<file path="src/sv/pfm_pkg.sv">
// ----------------------------------------------------------------------------
// pfm_pkg
// Shared types and constants of the period and frequency meter.
// ----------------------------------------------------------------------------
package pfm_pkg;

	localparam int COUNT_WIDTH_DEF = 16;
	localparam int PERIOD_W        = 16;
	localparam int FREQ_W          = 16;
	localparam int RATE_W          = 16;
	localparam int DIGIT_W         = 4;

	localparam logic [RATE_W-1:0]  TICK_RATE_RST = 16'd10000;
	localparam logic [DIGIT_W-1:0] DIGIT_MAX     = 4'd9;
	localparam logic [FREQ_W-1:0]  FREQ_SHOW_MAX = 16'd99;

	// Decimal split: x / 10 == (x * 205) >> 11 for every x below 1029
	localparam int RECIP_10_MUL   = 205;
	localparam int RECIP_10_SHIFT = 11;
	localparam int TWO_DIGIT_W    = 7;
	localparam int TEN            = 10;

	localparam int DIV_STEPS = FREQ_W;
	localparam int DIV_CNT_W = $clog2(DIV_STEPS);

	// Commands from the controller to the datapath
	typedef struct packed {
		logic cnt_load;
		logic cnt_inc;
		logic div_start;
		logic div_step;
		logic out_load;
	} pfm_cmd_t;

	// Status from the datapath to the controller
	typedef struct packed {
		logic div_last;
		logic out_free;
	} pfm_status_t;

endpackage

</file>
<file path="src/sv/pfm_dp.sv">
// ----------------------------------------------------------------------------
// pfm_dp
// Tick counter, bit-serial restoring divider, decimal split and result register.
// ----------------------------------------------------------------------------
module pfm_dp import pfm_pkg::*; #(
	parameter int COUNT_WIDTH = COUNT_WIDTH_DEF
) (
	input  logic                clk,
	input  logic                arst_n,
	input  logic                cfg_wr_en,
	input  logic [RATE_W-1:0]   cfg_wr_data,
	input  pfm_cmd_t            cmd,
	output pfm_status_t         status,
	input  logic                out_ready,
	output logic                out_valid,
	output logic [PERIOD_W-1:0] period_ticks,
	output logic [FREQ_W-1:0]   frequency,
	output logic [DIGIT_W-1:0]  tens_digit,
	output logic [DIGIT_W-1:0]  units_digit,
	output logic                overrange
);

	logic [RATE_W-1:0]      tick_rate_q;
	logic [COUNT_WIDTH-1:0] count_q;
	logic [PERIOD_W-1:0]    period_clamp;
	logic [PERIOD_W-1:0]    divisor_q;
	logic [FREQ_W-1:0]      rem_q;
	logic [FREQ_W-1:0]      quo_q;
	logic [DIV_CNT_W-1:0]   step_q;
	logic [FREQ_W:0]        shifted;
	logic                   ge;
	logic [FREQ_W:0]        diff;

	logic [TWO_DIGIT_W-1:0]                q7;
	logic [TWO_DIGIT_W+8-1:0]              tens_prod;
	logic [DIGIT_W-1:0]                    tens_val;
	logic [TWO_DIGIT_W-1:0]                units_full;
	logic                                  over;

	logic                   out_valid_q;
	logic [PERIOD_W-1:0]    period_q;
	logic [FREQ_W-1:0]      freq_q;
	logic [DIGIT_W-1:0]     tens_q;
	logic [DIGIT_W-1:0]     units_q;
	logic                   over_q;

	always_ff @(posedge clk or negedge arst_n) begin
		if (!arst_n) begin
			tick_rate_q <= TICK_RATE_RST;
		end else if (cfg_wr_en) begin
			tick_rate_q <= cfg_wr_data;
		end
	end

	// Tick counter, saturating at all ones
	always_ff @(posedge clk or negedge arst_n) begin
		if (!arst_n) begin
			count_q <= '0;
		end else if (cmd.cnt_load) begin
			count_q <= COUNT_WIDTH'(1);
		end else if (cmd.cnt_inc && (count_q != '1)) begin
			count_q <= count_q + COUNT_WIDTH'(1);
		end
	end

	generate
		if (COUNT_WIDTH > PERIOD_W) begin : g_clamp
			assign period_clamp = (|count_q[COUNT_WIDTH-1:PERIOD_W]) ? '1
				: count_q[PERIOD_W-1:0];
		end else begin : g_extend
			assign period_clamp = PERIOD_W'(count_q);
		end
	endgenerate

	// Restoring division, one quotient bit a cycle; a zero divisor yields all ones
	assign shifted = {rem_q, quo_q[FREQ_W-1]};
	assign ge      = shifted >= {1'b0, divisor_q};
	assign diff    = shifted - {1'b0, divisor_q};

	always_ff @(posedge clk) begin
		if (cmd.div_start) begin
			divisor_q <= period_clamp;
			rem_q     <= '0;
			quo_q     <= tick_rate_q;
			step_q    <= '0;
		end else if (cmd.div_step) begin
			rem_q  <= ge ? diff[FREQ_W-1:0] : shifted[FREQ_W-1:0];
			quo_q  <= {quo_q[FREQ_W-2:0], ge};
			step_q <= step_q + DIV_CNT_W'(1);
		end
	end

	assign status.div_last = (step_q == DIV_CNT_W'(DIV_STEPS - 1));

	// Decimal split of a quotient below one hundred
	assign q7         = quo_q[TWO_DIGIT_W-1:0];
	assign tens_prod  = (TWO_DIGIT_W+8)'(q7) * (TWO_DIGIT_W+8)'(RECIP_10_MUL);
	assign tens_val   = tens_prod[RECIP_10_SHIFT +: DIGIT_W];
	assign units_full = q7 - TWO_DIGIT_W'(tens_val) * TWO_DIGIT_W'(TEN);
	assign over       = quo_q > FREQ_SHOW_MAX;

	// Result register
	assign status.out_free = !out_valid_q || out_ready;

	always_ff @(posedge clk or negedge arst_n) begin
		if (!arst_n) begin
			out_valid_q <= 1'b0;
		end else if (cmd.out_load) begin
			out_valid_q <= 1'b1;
		end else if (out_ready) begin
			out_valid_q <= 1'b0;
		end
	end

	always_ff @(posedge clk) begin
		if (cmd.out_load) begin
			period_q <= divisor_q;
			freq_q   <= quo_q;
			tens_q   <= over ? DIGIT_MAX : tens_val;
			units_q  <= over ? DIGIT_MAX : units_full[DIGIT_W-1:0];
			over_q   <= over;
		end
	end

	assign out_valid    = out_valid_q;
	assign period_ticks = period_q;
	assign frequency    = freq_q;
	assign tens_digit   = tens_q;
	assign units_digit  = units_q;
	assign overrange    = over_q;

endmodule

</file>
<file path="src/sv/pfm_ctrl.sv">
// ----------------------------------------------------------------------------
// pfm_ctrl
// Edge-tracking phase machine and sequencer for the divide and the result.
// ----------------------------------------------------------------------------
module pfm_ctrl import pfm_pkg::*; (
	input  logic        clk,
	input  logic        arst_n,
	input  logic        in_valid,
	output logic        in_ready,
	input  logic        signal_level,
	input  pfm_status_t status,
	output pfm_cmd_t    cmd
);

	typedef enum logic [2:0] {
		ST_IDLE = 3'b001,
		ST_DIV  = 3'b010,
		ST_EMIT = 3'b100
	} ctrl_state_t;

	typedef enum logic [3:0] {
		PH_WAIT_LOW  = 4'b0001,
		PH_WAIT_HIGH = 4'b0010,
		PH_HIGH      = 4'b0100,
		PH_LOW       = 4'b1000
	} phase_t;

	ctrl_state_t state_q, state_d;
	phase_t      phase_q, phase_d;
	logic        accept;

	assign in_ready = (state_q == ST_IDLE);
	assign accept   = in_valid && in_ready;

	always_comb begin
		state_d = state_q;
		phase_d = phase_q;
		cmd     = '0;
		case (state_q)
			ST_IDLE: begin
				if (accept) begin
					case (phase_q)
						PH_WAIT_LOW: begin
							if (!signal_level) phase_d = PH_WAIT_HIGH;
						end
						PH_WAIT_HIGH: begin
							if (signal_level) begin
								cmd.cnt_load = 1'b1;
								phase_d      = PH_HIGH;
							end
						end
						PH_HIGH: begin
							cmd.cnt_inc = 1'b1;
							if (!signal_level) phase_d = PH_LOW;
						end
						PH_LOW: begin
							if (!signal_level) begin
								cmd.cnt_inc = 1'b1;
							end else begin
								cmd.div_start = 1'b1;
								phase_d       = PH_WAIT_LOW;
								state_d       = ST_DIV;
							end
						end
						default: phase_d = PH_WAIT_LOW;
					endcase
				end
			end
			ST_DIV: begin
				cmd.div_step = 1'b1;
				if (status.div_last) state_d = ST_EMIT;
			end
			ST_EMIT: begin
				if (status.out_free) begin
					cmd.out_load = 1'b1;
					state_d      = ST_IDLE;
				end
			end
			default: state_d = ST_IDLE;
		endcase
	end

	always_ff @(posedge clk or negedge arst_n) begin
		if (!arst_n) begin
			state_q <= ST_IDLE;
			phase_q <= PH_WAIT_LOW;
		end else begin
			state_q <= state_d;
			phase_q <= phase_d;
		end
	end

	a_start_enters_div: assert property (@(posedge clk) disable iff (!arst_n)
		cmd.div_start |=> (state_q == ST_DIV))
		else $error("divide start did not enter the divide state");

	a_load_needs_room: assert property (@(posedge clk) disable iff (!arst_n)
		cmd.out_load |-> status.out_free)
		else $error("result loaded over an untaken result");

	a_resync_while_busy: assert property (@(posedge clk) disable iff (!arst_n)
		(state_q != ST_IDLE) |-> (phase_q == PH_WAIT_LOW))
		else $error("phase not resynchronising while a result is in work");

	a_emit_after_div: assert property (@(posedge clk) disable iff (!arst_n)
		(state_q == ST_EMIT) |-> ($past(state_q) == ST_DIV || $past(state_q) == ST_EMIT))
		else $error("result state reached without a divide");

endmodule

</file>
<file path="src/sv/period_frequency_meter.sv">
// A sample that does not close a period leaves ready high. A closing sample holds ready low
// while the divider forms the 16-bit quotient, one quotient bit a cycle, and then until the
// result register is loaded with the quotient and its split digits; the next sample is taken
// after that load. The load waits while an untaken result still fills the register. Reset
// (arst_n low, asynchronous): phase waits for low, count clears, tick_rate reads 10000.
// ----------------------------------------------------------------------------
// period_frequency_meter
// Reciprocal frequency counter: measures the period of a sampled signal in
// ticks and derives frequency, BCD tens and units digits and an overrange flag.
// ----------------------------------------------------------------------------
module period_frequency_meter import pfm_pkg::*; #(
	parameter int COUNT_WIDTH = COUNT_WIDTH_DEF
) (
	input  logic                clk,
	input  logic                arst_n,
	// configuration: tick_rate
	input  logic                cfg_wr_en,
	input  logic [RATE_W-1:0]   cfg_wr_data,
	// sample request channel
	input  logic                in_valid,
	output logic                in_ready,
	input  logic                signal_level,
	// result request channel
	output logic                out_valid,
	input  logic                out_ready,
	output logic [PERIOD_W-1:0] period_ticks,
	output logic [FREQ_W-1:0]   frequency,
	output logic [DIGIT_W-1:0]  tens_digit,
	output logic [DIGIT_W-1:0]  units_digit,
	output logic                overrange
);

	// Controller and datapath talk only through these two groups
	pfm_cmd_t    cmd;
	pfm_status_t status;

	// Sequencer: track low, rise, high and low phases of the signal; on the
	// closing rise, launch the divide, then park the result once the register
	// has room.
	pfm_ctrl u_ctrl (
		.clk          (clk),
		.arst_n       (arst_n),
		.in_valid     (in_valid),
		.in_ready     (in_ready),
		.signal_level (signal_level),
		.status       (status),
		.cmd          (cmd)
	);

	// Datapath: saturating tick counter, clamp to 16 bits, divide tick_rate
	// by the period, split into two decimal digits or flag overrange.
	pfm_dp #(
		.COUNT_WIDTH (COUNT_WIDTH)
	) u_dp (
		.clk          (clk),
		.arst_n       (arst_n),
		.cfg_wr_en    (cfg_wr_en),
		.cfg_wr_data  (cfg_wr_data),
		.cmd          (cmd),
		.status       (status),
		.out_ready    (out_ready),
		.out_valid    (out_valid),
		.period_ticks (period_ticks),
		.frequency    (frequency),
		.tens_digit   (tens_digit),
		.units_digit  (units_digit),
		.overrange    (overrange)
	);

endmodule

</file>
<file path="config.mk">
export PLATFORM = sky130hd
export DESIGN_NAME = period_frequency_meter
export DESIGN_NICKNAME = d
export VERILOG_FILES = /design/src/sv/pfm_pkg.sv /design/src/sv/pfm_dp.sv /design/src/sv/pfm_ctrl.sv /design/src/sv/period_frequency_meter.sv
export SDC_FILE = /design/constraint.sdc
export NUM_CORES = 1
export LEC_CHECK = 0
export ABC_CLOCK_PERIOD_IN_PS = 5600
export BUFFER_PORTS_ARGS = -buffer_cell sky130_fd_sc_hd__buf_2
export CORE_ASPECT_RATIO = 0.7
export CORE_MARGIN = 5
export CORE_UTILIZATION = 60
export DETAILED_ROUTE_END_ITERATION = 8
export MAX_ROUTING_LAYER = met4
export PLACE_DENSITY = 0.8
export SYNTH_ARGS = -nofsm -noshare
export SYNTH_HDL_FRONTEND = slang
export SYNTH_SLANG_ARGS = --single-unit
</file>
<file path="constraint.sdc">
create_clock -name clk -period 5.6 [get_ports clk]
set_clock_uncertainty 0.15 [all_clocks]
set_input_delay 1.4 -clock clk [delete_from_list [all_inputs] [get_ports clk]]
set_output_delay 1.4 -clock clk [all_outputs]
set_load 0.02 [all_outputs]
</file>
==> key figures, run 1 <==
Clock tree
  – Worst-Skew Late Latency: 0.42 ns
  – Post-CTS resize count: 0
  – Htree depth: 4
  – Num CTS Buffers: 17
  – Largest buffer count on any clock path: 2
  – CTS sink count: 133
  – CTS clk-pin slew, worst paths: 0.06 ns
  – Root Driver: clkbuf_16
  – Setup bufs post-CTS: 0
  – Cts hold-fix bufs: 0
  – CTS tree: yes

Yosys
  – FFs w/ async S/R, synth: 30.1%
  – Net Count, Synth: 687
  – XOR/XNOR Fraction of Synth Area: 4.85%
  – Synth Area in Simple Gates: 12.4%
  – Synth top area share: 31.9%
  – Post-synthesis cell area: 6860 sq um
  – Ys Warns: 0
  – Synth unique cells: 63
  – Compound-Gate Fraction of Synth Area: 8.40%
  – Post-synth top cells: edfxtp_1 (73), nand2_1 (57), ha_1 (55), inv_1 (51), nor2_1 (43)
  – Synth top area cells: edfxtp_1 (32%), dfrtp_1 (12%), ha_1 (10%)
  – Ys flop type: edfxtp_1
  – Avg Inst Size Synth: 11.4 sq um
  – Sequential-to-total area share from yosys stat: 52.5%
  – Synth Instances: 600
  – Main combinational cell family by area after synthesis: adder cells
  – Post-synth EDFFs: 73
  – Most common cell in the netlist: edfxtp_1
  – Synth Area in Adders: 12.9%
  – Largest area contributor in the netlist: edfxtp_1
  – Seq cells post-synth: 133
  – Post-synthesis mux area share: 4.83%

Layout
  – Fraction of layout cells with a size suffix above 1: 19.3%
  – Area grow syn2layout: 15.2%
  – ANT cells: 0
  – Register Area: 3600 sq um
  – Final core utilization: 71.3%
  – Multi-input logic area: 2990 sq um
  – Fin nets: 757
  – Fill cells: 783
  – Cell area after layout: 7910 sq um

Timing
  – RSZ-0062 raised after global routing: no
  – Setup_tns: 0 ns
  – Fin. Hold Viols: 0
  – Transition time of the tightest slew-check pin: 1.08 ns
  – Tmin final: 4.98 ns
  – Pins Over Slew Limit: 0
  – Fin crit share: 89.0%
  – Fmax: 201 MHz
  – Worst rel slew slack: 27.8%
  – Final Setup Violations: 0
  – Fin Hold WS: 0.297 ns

Pwr
  – Maximum VDD drop: 0.295 mV
  – Power Dens Cells: 334 nW/um^2
  – Leak pwr: 3.51 nW

GRT
  – Largest net degree at the start of global routing: 44
  – Total grt overflow: 0
  – Vias in the first global route: 4619
  – Initial antenna violation count: 0
  – Gr usage total: 22.5%
  – First-pass GRT wire length: 23.1 mm

Route
  – Initial DRT Pass Iterations: 5
  – Drt total wl: 14.2 mm
  – Drt first-iter violations: 337
  – Via/cell ratio: 5.59
  – Via Count: 4674
  – DRC viols: 0
  – DRT antenna net count: 0
  – Avg WL per Cell: 17.0 microns

Run
  – Maxcap violations: 0

Die
  – Row count: 32
  – Die width: 138 microns
  – Initial core utilization: 61.9%
  – Die footprint: 13700 sq um
  – Die height: 99.5 microns
  – CORE AREA: 11100 sq um
  – IO Count: 65

Placed design
  – Gpl congestion: 0.950
  – # port buffers: 64
  – Post-DP HPWL: 10.0 mm
  – Area post-placement: 7320 sq um

Setup path
  – Crit path kind: reg -> reg
  – Worst Path Max Fanout: 7
  – Startpoint type of the worst setup path: flop
  – Data required, critical path: 5.61 ns
  – Worst Setup End Kind: flop
  – Worst EP arrival: 4.99 ns

Hold path
  – HP Class: reg -> reg

Status
  – Status: finished clean
## power breakdown
part	leakage [nW]	switching, W	internal, W
clock network	0.284	0.000419	0.000680
registers	1.28	0.0000553	0.00109
logic	1.94	0.000203	0.000195
total	3.51	0.000677	0.00196
## cells by family after synthesis
group                    count (synthesis)
adder cells (fa/ha/maj)                 65
XOR/XNOR                                38
buffers and inverters                   68
AND/OR/NAND/NOR                        177
AO/OA/AOI/OAI                           88
multiplexers                            31
flip-flops                             133
## worst max-delay path, stage by stage, from the launching register on
cell and delay, ns:
edfxtp_1 0.56, inv_1 0.11, ha_1 0.33, ha_1 0.28
inv_1 0.05, fa_1 0.40, fa_1 0.49, inv_1 0.05
ha_1 0.30, a21oi_1 0.16, a211oi_1 0.08, nor3_1 0.30
nor2b_1 0.08, nor2_1 0.11, xor2_1 0.20, inv_1 0.09
fa_1 0.43, xor2_1 0.16, xnor2_1 0.19, xnor2_1 0.13
nand2b_1 0.06
## cell usage in the layout (no fill, tap or decap), types with 4 or more instances in the layout
cell type	n
edfxtp_1	73
buf_2	64
nand2_1	57
ha_1	55
inv_1	51
nor2_1	42
dfrtp_1	33
o21ai_0	23
a21oi_1	20
xnor2_1	20
nand3_1	20
dfxtp_1	20
xor2_1	18
mux2_2	17
clkbuf_16	17
mux2i_1	14
nand2b_1	13
fa_1	10
nand4_1	9
dfstp_2	7
nor3_1	6
nor2b_1	5
and3_1	5
o21ai_1	5
a211oi_1	4
o211ai_1	4
buf_4	4
## state kept, by name, summed over array words and instances, names as in the netlist
| name | cells |
|---|---|
| u_dp.divisor_q | 16 |
| u_dp.out_valid | 1 |
| u_dp.period_ticks | 16 |
| u_dp.step_q | 4 |
| u_dp.tick_rate_q | 16 |
| u_dp.rem_q | 16 |
| u_dp.count_q | 16 |
| u_dp.tens_digit | 4 |
| u_ctrl.state_q | 3 |
| u_ctrl.phase_q | 4 |
| u_dp.quo_q | 16 |
| u_dp.overrange | 1 |
| u_dp.frequency | 16 |
| u_dp.units_digit | 4 |
## worst paths after layout
check                                        end  cells past startpoint  slack, ns               start
max in group asynchronous   u_dp.tick_rate_q[12]                      1       3.75              arst_n
setup / recovery             u_dp.units_digit[3]                     20       0.62       u_dp.quo_q[3]
min in group asynchronous       u_dp.count_q[12]                      1       0.96              arst_n
hold / removal             u_dp.period_ticks[10]                      0       0.30  u_dp.divisor_q[10]
hold reg to reg            u_dp.period_ticks[10]                      0       0.30  u_dp.divisor_q[10]
setup reg to reg             u_dp.units_digit[3]                     20       0.62       u_dp.quo_q[3]
## area by class of cell
| class | instances | area share, % |
|---|---|---|
| clock inverters | 11 | 1.58 |
| inverters | 51 | 2.42 |
| flip-flops and latches | 133 | 45.6 |
| clock buffers | 21 | 5.82 |
| well taps | 153 | 2.42 |
| repair buffers | 68 | 4.43 |
| multi-input cells | 399 | 37.8 |
## routing by layer
layer / wire, microns / track usage, %
met4: 166 / 6.83
met1: 6850 / 32.4
met2: 6260 / 31.6
met3: 941 / 5.61
met5: 0 / -
## through the flow
stage | worst slack, ns | power [W] | cells
6_report | 0.616 | 0.00264 | 836
5_1_grt | 0.336 | 0.00276 | 836
4_1_cts | 0.634 | 0.00265 | 836
3_5_place_dp | 0.648 | 0.00155 | 804
3_3_place_gp | 0.804 | 0.00153 | 804
2_1_floorplan | 0.991 | 0.00149 | 600
No activity file was read; power rests on OpenSTA's default activity.
==> inputs of run 2 (changes only) <==
- CELL_PAD_IN_SITES_DETAIL_PLACEMENT: unset -> 0
- CELL_PAD_IN_SITES_GLOBAL_PLACEMENT: unset -> 2
- CORE_UTILIZATION: 60 -> 40
- PLACE_DENSITY: 0.8 -> 0.82
==> key figures, run 2 (same netlist as run 1, synthesis figures left out) <==
Clock tree
  – CTS tree: yes
  – CTS sink count: 133
  – CTS clk-pin slew, worst paths: 0.06 ns
  – Num CTS Buffers: 17
  – Largest buffer count on any clock path: 2
  – Cts hold-fix bufs: 0
  – Post-CTS resize count: 0
  – Worst-Skew Late Latency: 0.42 ns
  – Root Driver: clkbuf_16
  – Htree depth: 4
  – Setup bufs post-CTS: 0

Setup path
  – Data required, critical path: 5.61 ns
  – Worst EP arrival: 4.99 ns
  – Crit path buf inv count: 3
  – Slowest stage delay, CP: 0.52 ns
  – Worst reg2reg setup slack: 0.62 ns
  – Worst Path Max Fanout: 6
  – Slowest CP cell: fa_1
  – CP cell instances: ha_1 -> ha_1 -> fa_1 -> inv_1 -> fa_1 -> inv_1 -> ha_1 -> a21oi_1 -> a211oi_1 -> nor3_1 -> nor2b_1 -> nor2_1 -> xor2_1 -> inv_1 -> fa_1 -> xor2_1 -> xnor2_1 -> xnor2_1 -> nand2b_1
  – Startpoint type of the worst setup path: flop
  – Crit path kind: reg -> reg
  – Crit-path leading delay family: adder cells
  – Worst Setup End Kind: flop

Pwr
  – Power Dens Cells: 320 nW/um^2
  – Clock power frac: 39.4%
  – Logic pwr share: 15.7%
  – Internal: 0.00184 W
  – Leak pwr: 3.47 nW
  – Switching power: 0.000701 W
  – Maximum VDD drop: 0.191 mV
  – Net Sw Frac: 27.5%
  – Seq pwr share: 44.8%

Timing
  – Fin. Hold Viols: 0
  – Tmin final: 4.98 ns
  – Worst rel slew slack: 27.5%
  – RSZ-0062 raised after global routing: no
  – Transition time of the tightest slew-check pin: 1.09 ns
  – Setup_tns: 0 ns
  – Fmax: 201 MHz
  – Fin crit share: 89.0%
  – Final Setup Violations: 0
  – Fin Hold WS: 0.304 ns
  – Pins Over Slew Limit: 0

Die
  – Die width: 167 microns
  – Row count: 40
  – IO Count: 65
  – Die footprint: 19900 sq um
  – Initial core utilization: 40.3%
  – Die height: 120 microns
  – CORE AREA: 17000 sq um

Route
  – Via Count: 4595
  – Avg WL per Cell: 16.4 microns
  – Drt first-iter violations: 304
  – DRT antenna net count: 0
  – Drt total wl: 15.0 mm
  – Initial DRT Pass Iterations: 5
  – DRC viols: 0
  – Via/cell ratio: 5.03

Layout
  – Most frequent cells in the layout: edfxtp_1 (73), buf_2 (64), nand2_1 (57), ha_1 (55), inv_1 (51)
  – ANT cells: 0
  – Cell area after layout: 7950 sq um
  – Fin nets: 757
  – Fill cells: 1570
  – Fin cells: 914
  – Fraction of layout cells with a size suffix above 1: 19.3%
  – Final core utilization: 46.7%
  – Area grow syn2layout: 15.8%
  – Commonest non-fill, non-tap cell in the layout: edfxtp_1

GRT
  – Largest net degree at the start of global routing: 44
  – Gr usage total: 16.3%
  – Total grt overflow: 0
  – Initial antenna violation count: 0
  – Vias in the first global route: 4713
  – First-pass GRT wire length: 25.1 mm

Placed design
  – Placed Cells: 882
  – # port buffers: 64
  – Area post-placement: 7420 sq um
  – Post-DP HPWL: 10.7 mm
  – Gpl congestion: 0.855

Run
  – Maxcap violations: 0

Hold path
  – HP Class: reg -> reg

Status
  – Status: finished clean
-- run 2: cell types whose count changed in the layout (fill, tap and decap cells not counted), sizes merged --
cell,change
clkbuf,-4
bufinv,-2
inv,+2
clkinv,+1
clkinvlp,+3
-- run 2: metal layers --
layer	vias up	share of wire, %	GRT usage (%)
li1	2276	-	-
met1	2207	54	24.1
met2	99	41	22.2
met3	13	3.9	3.49
met4	0	1.5	5.52
met5	-	0	-
-- run 2: path summary, 6_finish.rpt --
path | from | to | depth (start not counted)
min in group asynchronous | arst_n | u_dp.count_q[12] | 1
max | u_dp.quo_q[4] | u_dp.units_digit[3] | 19
max in group asynchronous | arst_n | u_dp.tick_rate_q[14] | 1
max reg2reg | u_dp.quo_q[4] | u_dp.units_digit[3] | 19
min reg2reg | u_dp.divisor_q[8] | u_dp.period_ticks[8] | 0
min | u_dp.divisor_q[8] | u_dp.period_ticks[8] | 0
-- run 2: final cells by class --
class                           count  area, sq um  share of cell area (%)
Sequential cell                   133         3600                    45.3
Inverter                           51          191                    2.41
Timing Repair Buffer               68          350                    4.41
Clock inverter                     15          104                    1.31
Clock buffer                       17          425                    5.35
Tap cell                          231          289                    3.64
Multi-Input combinational cell    399         2990                    37.6
-- run 2: power groups by stage --
stage | combinational [W] | clock [W] | sequential [W]
detailed placement | 0.000398 | 0 | 0.00116
finish | 0.000400 | 0.00100 | 0.00114
global route | 0.000458 | 0.00107 | 0.00115
CTS | 0.000402 | 0.00103 | 0.00114
floorplan | 0.000349 | 0 | 0.00114
global placement | 0.000394 | 0 | 0.00116
-- run 2: per-stage QoR --
step / worst slack [ns] / power (W)
after floorplan: 0.991 / 0.00149
after global placement: 0.707 / 0.00155
after detailed placement: 0.626 / 0.00156
after CTS: 0.602 / 0.00257
after global routing: 0.261 / 0.00268
final: 0.618 / 0.00255
==> inputs of run 3 (changes only) <==
- RECOVER_POWER: unset -> 50
==> key figures, run 3 (same netlist as run 1, synthesis figures left out) <==
Status
  – Status: complete, but fails checks
  – Failing checks: capacitance limit, slew limit

Route
  – Via Count: 4585
  – Metal3 WL: 608 microns
  – Initial DRT Pass Iterations: 5
  – DRC viols: 0
  – M1 WL: 8.10 mm
  – DRT antenna net count: 0
  – Highest Signal Layer: met4
  – Drt first-iter violations: 306
  – Avg WL per Cell: 16.4 microns
  – Via/cell ratio: 5.02
  – Drt total wl: 15.0 mm
  – WL met2: 6.06 mm

Clock tree
  – Htree depth: 4
  – CTS sink count: 133
  – Largest buffer count on any clock path: 2
  – CTS clk-pin slew, worst paths: 0.06 ns
  – Num CTS Buffers: 17
  – CTS tree: yes
  – Worst-Skew Late Latency: 0.42 ns
  – Setup bufs post-CTS: 0
  – Cts hold-fix bufs: 0
  – Root Driver: clkbuf_16
  – Post-CTS resize count: 0

Die
  – IO Count: 65
  – Die footprint: 19900 sq um
  – Initial core utilization: 40.3%
  – Die height: 120 microns
  – Row count: 40
  – CORE AREA: 17000 sq um
  – Die width: 167 microns

Layout
  – Area grow syn2layout: 15.7%
  – Fill cells: 1573
  – Commonest non-fill, non-tap cell in the layout: edfxtp_1
  – Fraction of layout cells with a size suffix above 1: 18.9%
  – Cell area after layout: 7940 sq um
  – Fin nets: 757
  – Fin cells: 914
  – Final core utilization: 46.7%
  – ANT cells: 0
  – Most frequent cells in the layout: edfxtp_1 (73), buf_2 (62), nand2_1 (57), ha_1 (55), inv_1 (51)

Setup path
  – Slowest CP cell: fa_1
  – Worst Setup End Kind: flop
  – Startpoint type of the worst setup path: flop
  – CP cell instances: ha_1 -> ha_1 -> fa_1 -> inv_1 -> fa_1 -> inv_1 -> ha_1 -> a21oi_1 -> a211oi_1 -> nor3_1 -> nor2b_1 -> nor2_1 -> xor2_1 -> inv_1 -> fa_1 -> xor2_1 -> xnor2_1 -> xnor2_1 -> nand2b_1
  – Worst EP arrival: 4.99 ns
  – Worst Path Max Fanout: 6
  – Data required, critical path: 5.61 ns
  – Slowest stage delay, CP: 0.52 ns
  – Crit path kind: reg -> reg

GRT
  – Total grt overflow: 0
  – Vias in the first global route: 4713
  – First-pass GRT wire length: 25.1 mm
  – Largest net degree at the start of global routing: 44
  – Gr usage total: 16.3%
  – Initial antenna violation count: 0

Timing
  – Fin crit share: 88.9%
  – Final Setup Violations: 0
  – Setup_tns: 0 ns
  – Fin. Hold Viols: 0
  – RSZ-0062 raised after global routing: no
  – Fmax: 201 MHz
  – Tmin final: 4.98 ns
  – Transition time of the tightest slew-check pin: 2.58 ns
  – Fin Hold WS: 0.305 ns
  – Worst rel slew slack: -71.8%
  – Pins Over Slew Limit: 83

Pwr
  – Maximum VDD drop: 0.192 mV
  – Leak pwr: 3.46 nW
  – Power Dens Cells: 321 nW/um^2

Hold path
  – HP Class: reg -> reg

Placed design
  – Post-DP HPWL: 10.7 mm
  – # port buffers: 64
  – Area post-placement: 7420 sq um
  – Placed Cells: 882
  – Gpl congestion: 0.855

Run
  – Maxcap violations: 2
run 3: power breakdown:
| part | leakage, nW | switching, W | internal, W |
|---|---|---|---|
| sequential | 1.28 | 0.0000557 | 0.00109 |
| clock | 0.247 | 0.000440 | 0.000564 |
| combinational | 1.93 | 0.000206 | 0.000194 |
run 3: final timing paths:
kind,cells past startpoint,startpoint,slack [ns],end
worst max-delay path,19,u_dp.quo_q[4],0.62,u_dp.units_digit[3]
worst min-delay path,0,u_dp.divisor_q[8],0.30,u_dp.period_ticks[8]
worst max register to register,19,u_dp.quo_q[4],0.62,u_dp.units_digit[3]
worst min register to register,0,u_dp.divisor_q[8],0.30,u_dp.period_ticks[8]
max in group asynchronous,1,arst_n,2.43,u_dp.tick_rate_q[6]
min in group asynchronous,1,arst_n,1.54,u_dp.count_q[12]
run 3: through the flow:
stage	total power [W]	setup slack, ns
after CTS	0.00257	0.602
after floorplan	0.00149	0.991
after global placement	0.00155	0.707
after detailed placement	0.00156	0.626
after global routing	0.00268	0.261
final	0.00255	0.622
run 3: layout make-up:
class	count	area [sq um]	area share, %
flip-flops and latches	133	3600	45.4
multi-input cells	399	2990	37.6
clock buffers	17	425	5.36
repair buffers	68	344	4.33
well taps	231	289	3.64
inverters	51	191	2.41
clock inverters	15	104	1.31
run 3: per-layer routing:
metal  vias up  global-route usage (%)
met5         -                       -
met1      2200                    24.1
met3        13                    3.49
met2        96                    22.2
li1       2276                       -
met4         0                    5.52
run 3: worst max-delay path, delay by kind of cell, from the launching register on:
kind	cells	cell delay, ns
AND/OR/NAND/NOR	4	0.60
flip-flops	1	0.51
AO/OA/AOI/OAI	2	0.24
adder cells (fa/ha/maj)	6	2.36
buffers and inverters	3	0.19
XOR/XNOR	4	0.68
